[config.mk]
export PLATFORM = sky130hd
export DESIGN_NAME = slf_sqrt
export DESIGN_NICKNAME = d
export VERILOG_FILES = /design/src/rtl/slf_sqrt.sv
export SDC_FILE = /design/constraint.sdc
export NUM_CORES = 2
export LEC_CHECK = 0
export BUFFER_PORTS_ARGS = -buffer_cell sky130_fd_sc_hd__buf_4
export CAP_MARGIN = 20
export CORE_MARGIN = 1.5
export CORE_UTILIZATION = 62
export CTS_CLUSTER_SIZE = 14
export DETAILED_ROUTE_END_ITERATION = 10
export PLACE_DENSITY = 0.82
export SLEW_MARGIN = 20
export SYNTH_ARGS = -nofsm -noshare
export SYNTH_HDL_FRONTEND = slang
export SYNTH_SLANG_ARGS = --single-unit
[constraint.sdc]
create_clock -name clk -period 6.6 [get_ports clk]
set_input_delay 0.66 -clock clk [delete_from_list [all_inputs] [get_ports clk]]
set_output_delay 0.66 -clock clk [all_outputs]
set_load 0.02 [all_outputs]
[src/rtl/slf_sqrt.sv]
// Pipelined integer square root, one result bit per stage.
module slf_sqrt #(
    parameter int IN_W  = 66,
    parameter int OUT_W = 33,
    parameter int TAG_W = 8
) (
    input  logic             clk,
    input  logic             rst_n,
    input  logic             en,
    input  logic             in_valid,
    input  logic [IN_W-1:0]  radicand,
    input  logic [TAG_W-1:0] in_tag,
    output logic             out_valid,
    output logic [OUT_W-1:0] root,
    output logic [TAG_W-1:0] out_tag
);

    logic [IN_W-1:0]  rem_q [OUT_W+1];
    logic [OUT_W-1:0] res_q [OUT_W+1];
    logic [TAG_W-1:0] tag_q [OUT_W+1];
    logic             vld_q [OUT_W+1];

    assign rem_q[0] = radicand;
    assign res_q[0] = '0;
    assign tag_q[0] = in_tag;
    assign vld_q[0] = in_valid;

    for (genvar s = 0; s < OUT_W; s++)
    begin : g_stage
        localparam int B = OUT_W - 1 - s;

        logic [IN_W:0]    trial;
        logic             take;
        logic [IN_W-1:0]  rem_next, rem_reg;
        logic [OUT_W-1:0] res_next, res_reg;
        logic [TAG_W-1:0] tag_reg;
        logic             vld_reg;

        // (2*res + 2^B) * 2^B against the remaining radicand
        always_comb
        begin
            trial    = ((IN_W+1)'(res_q[s]) << (B + 1)) + ((IN_W+1)'(1) << (2 * B));
            take     = trial <= {1'b0, rem_q[s]};
            rem_next = take ? rem_q[s] - trial[IN_W-1:0] : rem_q[s];
            res_next = take ? (res_q[s] | (OUT_W'(1) << B)) : res_q[s];
        end

        always_ff @(posedge clk or negedge rst_n)
        begin
            if (!rst_n)
            begin
                vld_reg <= 1'b0;
            end
            else if (en)
            begin
                vld_reg <= vld_q[s];
            end
        end

        always_ff @(posedge clk)
        begin
            if (en)
            begin
                rem_reg <= rem_next;
                res_reg <= res_next;
                tag_reg <= tag_q[s];
            end
        end

        assign rem_q[s+1] = rem_reg;
        assign res_q[s+1] = res_reg;
        assign tag_q[s+1] = tag_reg;
        assign vld_q[s+1] = vld_reg;
    end

    assign out_valid = vld_q[OUT_W];
    assign root      = res_q[OUT_W];
    assign out_tag   = tag_q[OUT_W];

endmodule

---- Word level (Yosys, flattened, before mapping) ----
Index checks and enable logic that the tools add are counted.
storage, ports and cells
  logic and storage cells ................. 293
  output and inout bits ................... 42
  register bits after elaboration ......... 3498
  input bits .............................. 78
operators by class
  $lt $le $gt $ge ......................... 33
  multiplexer cells ....................... 33
  add/sub/neg operators ................... 64
operators by type and width
  cell                                                               count
  66-bit 2-to-1 mux                                                  32
  65-bit by 63-bit adder with 66-bit output (second input constant)  1
  35-bit by 66-bit <= comparator with 1-bit output                   1
  36-bit by 66-bit <= comparator with 1-bit output                   1
  37-bit by 66-bit <= comparator with 1-bit output                   1
  38-bit by 66-bit <= comparator with 1-bit output                   1
  39-bit by 66-bit <= comparator with 1-bit output                   1
  40-bit by 66-bit <= comparator with 1-bit output                   1
  41-bit by 66-bit <= comparator with 1-bit output                   1
  42-bit by 66-bit <= comparator with 1-bit output                   1
  43-bit by 66-bit <= comparator with 1-bit output                   1
  44-bit by 66-bit <= comparator with 1-bit output                   1
  45-bit by 66-bit <= comparator with 1-bit output                   1
  46-bit by 66-bit <= comparator with 1-bit output                   1
  47-bit by 66-bit <= comparator with 1-bit output                   1
  48-bit by 66-bit <= comparator with 1-bit output                   1
  49-bit by 66-bit <= comparator with 1-bit output                   1
  50-bit by 66-bit <= comparator with 1-bit output                   1
  51-bit by 66-bit <= comparator with 1-bit output                   1
  52-bit by 66-bit <= comparator with 1-bit output                   1
  53-bit by 66-bit <= comparator with 1-bit output                   1
  54-bit by 66-bit <= comparator with 1-bit output                   1
  55-bit by 66-bit <= comparator with 1-bit output                   1
  56-bit by 66-bit <= comparator with 1-bit output                   1
  75 further kinds                                                   75

---- Depth between registers and ports, before layout ----
  word-level depth ........................ 3
  mapped depth ............................ 15
  gate-level depth less buffers ........... 13

---- Worst setup path before layout ----
No wires, ideal clock.
  path kind ............................... flip-flop to flip-flop
  start point ............................. register g_stage[22].rem_reg[23]
  end point ............................... register g_stage[23].rem_reg[53], data pin
  clock period less this slack ............ 3.578 ns
  buffers on the path ..................... 1
  data arrival time ....................... 3.311 ns
  data required time ...................... 6.333 ns
  slack ................................... 3.022 ns
  setup time .............................. 0.267 ns
  stages on the path, launching flop included .. 13
  path through ............................ edfxtp_1 > ha_1 > and3_1 > nor2b_1 > a221oi_1 > o22ai_1 > o41ai_2 > o21a_1 > o211ai_1 > or4_1 > buf_2 > nor4b_2 > xor2_1
between the ends
  longest elaborated chain between the ends .. 2
RTL lines
  item                                                                                                                       RTL line  RTL
  from (decl)                                                                                                                34        logic [IN_W-1:0] rem_next, rem_reg;
  from (signal assigned)                                                                                                     64        rem_reg <= rem_next;
  66-bit by 44-bit subtractor with 66-bit output / 44-bit by 66-bit <= comparator with 1-bit output (equally long branches)  44, 43
  66-bit 2-to-1 mux *                                                                                                        44        rem_next = take ? rem_q[s] - trial[IN_W-1:0] : rem_q[s];
  via g_stage[23].rem_next[53]                                                                                               34
  to (signal assigned)                                                                                                       64
  to (decl)                                                                                                                  34
Mark *: on every way through the listed nets, which the timed path passes. The rest lies on a longest branch.
A chain may end at the register's enable or synchronous reset.

---- Worst setup path after layout ----
  start point ............................. register g_stage[26].res_reg[16]
  end point ............................... register g_stage[27].rem_reg[48], data pin
between the ends
  longest elaborated chain between the ends .. 3
RTL lines
  item                                                                                                                       RTL line  RTL
  from (decl)                                                                                                                35        logic [OUT_W-1:0] res_next, res_reg;
  from (signal assigned)                                                                                                     65        res_reg <= res_next;
  39-bit by 11-bit adder with 40-bit output *                                                                                42        trial = ((IN_W+1)'(res_q[s]) << (B + 1)) + ((IN_W+1)'(1) << (2 * B));
  66-bit by 40-bit subtractor with 66-bit output / 40-bit by 66-bit <= comparator with 1-bit output (equally long branches)  44, 43
  66-bit 2-to-1 mux *                                                                                                        44
  via g_stage[27].rem_next[48]                                                                                               34
  to (signal assigned)                                                                                                       64
  to (decl)                                                                                                                  34
Marked as above.

==> flow_summary.json <==
{
  "ctsHtreeMaxLevel": 5,
  "start_util": 0.625,
  "slew_viol_final": 0,
  "layout_common_cells": "edfxtp_1 (2937), inv_1 (733), nor2_1 (713)",
  "dr.pass1.iters": 7,
  "post_cts_buffers": 0,
  "grt_pass1_wl_mm": 545,
  "hold_viol": 0,
  "status": "finished clean",
  "synth_seq_cells": 2970,
  "yosys_most_used_dff": "edfxtp_1",
  "max_slew_margin": 0.192,
  "fin_area_um2": 153000,
  "yosysSeqAreaShare": 0.648,
  "fin_nets": 11600,
  "fin_crit_sh": 0.735,
  "max-vdd-ir-drop_v": 0.000296,
  "grt_antenna_before_repair": 18,
  "wl_mm": 371,
  "antenna_left": 0,
  "fp.dieArea_um2": 224000,
  "layout-drive-gt1-share": 0.0740,
  "register_area_um2": 89000,
  "cts_tree": "done",
  "largest_register_ffs": 2112,
  "maxCapViolCount": 0,
  "cp_max_fo": 19,
  "clk_latency_ns": 1.00,
  "worstMarginPinSlew_ns": 1.20,
  "syn_avg_cell_area_um2": 13.0,
  "mappedNetlistNets": 11300,
  "hpwlAfterDp_mm": 273,
  "syn_area_um2": 137000,
  "cts_buffers": 319,
  "core_um2": 220000,
  "ctsResizeCount": 0,
  "fin_crit_ns": 4.85,
  "clk_pin_slew_ns": 0.06,
  "fin_tns_setup_ns": 0,
  "routed_via_density": 6.21,
  "synth_edf_count": 2937,
  "avgRoutedWirePerCell_um": 26.2,
  "cts.path.max_buffers": 4,
  "rsz0062_at_grt": "false",
  "clock-sinks": 2970,
  "worstPathArrival_ns": 5.51,
  "grt.overflow.total": 0,
  "initialDrtViolationCount": 8203,
  "rows": 172,
  "synthArstFlopShare": 0.0111,
  "synth-warning-count": 0,
  "syn2layout_area_growth_pct": 11.1,
  "ys_types": 99,
  "grt_usage": 0.328,
  "p_leak_uw": 0.0571,
  "root_buffer": "clkbuf_16",
  "gp_congestion": 0.961,
  "die_y_um": 474,
  "setup_viol": 0,
  "post_dp_cell_area_um2": 142000,
  "endpoint_kind": "flip-flop",
  "worst-setup-path-type": "flip-flop to flip-flop",
  "holdCritPathClass": "input pin to async pin",
  "postSynthCellCount": 10600,
  "ios": 120,
  "power.total_uw": 54600,
  "drc": 0,
  "io_buffers": 119,
  "grt_max_degree": 196,
  "fillers": 14700,
  "cp_data_required_time_ns": 7.26,
  "chipWidth_um": 474,
  "fin_skew_ns": 0.0820,
  "cp-start-kind": "flip-flop",
  "powerDensity_nw_per_um2": 358,
  "grt_pass1_vias": 87100,
  "multi_input_area_um2": 44800,
  "ctsHoldBuffers": 77,
  "vias": 88100,
  "max_freq_ghz": 0.206,
  "final_common_cell": "edfxtp_1"
}
[power breakdown]
part / switching [µW] / internal (µW) / leakage (µW) / total, µW
registers: 2140 / 23800 / 0.0287 / 26000
logic: 7080 / 4420 / 0.0237 / 11500
clock network: 7260 / 9840 / 0.00473 / 17100
total: 16500 / 38100 / 0.0571 / 54600
[cell usage after synthesis (all sizes together) (28+ instances only)]
cell       n  area [µm²]
nor4     352        2200
a211oi    36         275
ha       590        7380
mux2     108        1220
nand4    170        1060
nand2    695        2610
nand3b    30         225
o21ai    497        2490
edfxtp  2937       88200
or3      102         643
clkbuf   199         747
nand3    182         916
o21a      96         721
inv      736        2760
nor3     270        1350
a21o     238        1790
xnor2    489        4280
and4      33         289
o21bai    55         413
buf       28         153
o211ai    37         278
or2       48         300
xor2     451        3950
nand2b   111         694
dfrtp     33         826
nor4b     50         457
nor2b     84         526
or4       67         514
nor2     715        2690
a31oi     47         300
o31ai     51         388
and3      50         313
a21oi    653        3280
[cells by family (layout without fill, tap and decap cells)]
group	after synthesis	count (layout)	share of synthesized area
and+or+nand+nor	3067	3067	0.114
buffers and inverters	964	1564	0.0267
adders and majority gates	590	590	0.0537
AOI/OAI and AO/OA	1955	1955	0.0881
xor gates and xnor gates	940	940	0.0599
DFF	2970	2970	0.648
muxes	114	114	0.00929
other	0	11	0
[final cells by class]
class | instances | area share
Timing Repair Buffer | 276 | 0.0162
Clock inverter | 155 | 0.00912
Tap cell | 2958 | 0.0243
Antenna cell | 11 | 0.000180
Inverter | 737 | 0.0181
Multi-Input combinational cell | 6666 | 0.294
Clock buffer | 396 | 0.0551
Sequential cell | 2970 | 0.583
[worst max-delay path: stages (launching register included)]
cell and delay, ns:
edfxtp_1 0.55, inv_1 0.09, ha_1 0.49, nand2_1 0.33, nor4_1 0.70, nand3_1 0.14
nor2_1 0.39, a31oi_1 0.23, and2_1 0.20, buf_4 0.22, inv_2 0.17, nand4_1 0.38
nor3_1 0.32, xor2_1 0.39
[worst paths after layout]
| kind | from | to | slack (ns) | cells past startpoint |
|---|---|---|---|---|
| max | g_stage[26].res_reg[16] | g_stage[27].rem_reg[48] | 1.75 | 13 |
| min | rst_n | g_stage[7].vld_reg | 0.22 | 2 |
| max reg2reg | g_stage[26].res_reg[16] | g_stage[27].rem_reg[48] | 1.75 | 13 |
| min reg2reg | g_stage[6].tag_reg[4] | g_stage[7].tag_reg[4] | 0.40 | 0 |
| max in group asynchronous | rst_n | g_stage[28].vld_reg | 6.08 | 2 |
| min in group clk | en | g_stage[7].tag_reg[5] | 0.33 | 1 |
[routing by layer]
layer,part of all wire,vias to the layer above,wire [µm],track usage
met4,0.087,10,32100,0.240
met5,0.00019,-,71,0
met2,0.51,3651,188000,0.577
met1,0.35,42900,130000,0.360
met3,0.057,1073,21000,0.0492
li1,-,40500,-,-
[stage by stage]
step                      utilization  setup slack, ns  hold slack, ns  cells
after detailed placement        0.646             1.72           0.405  13500
final                           0.694             1.75           0.224  14200
after CTS                       0.694             1.73           0.173  14200
after floorplan                     -             3.02           0.364  10600
after global placement          0.645             1.30           0.401  13500
after global routing            0.694             1.44           0.220  14200
Note: power is estimated with default switching activity, not from simulation.
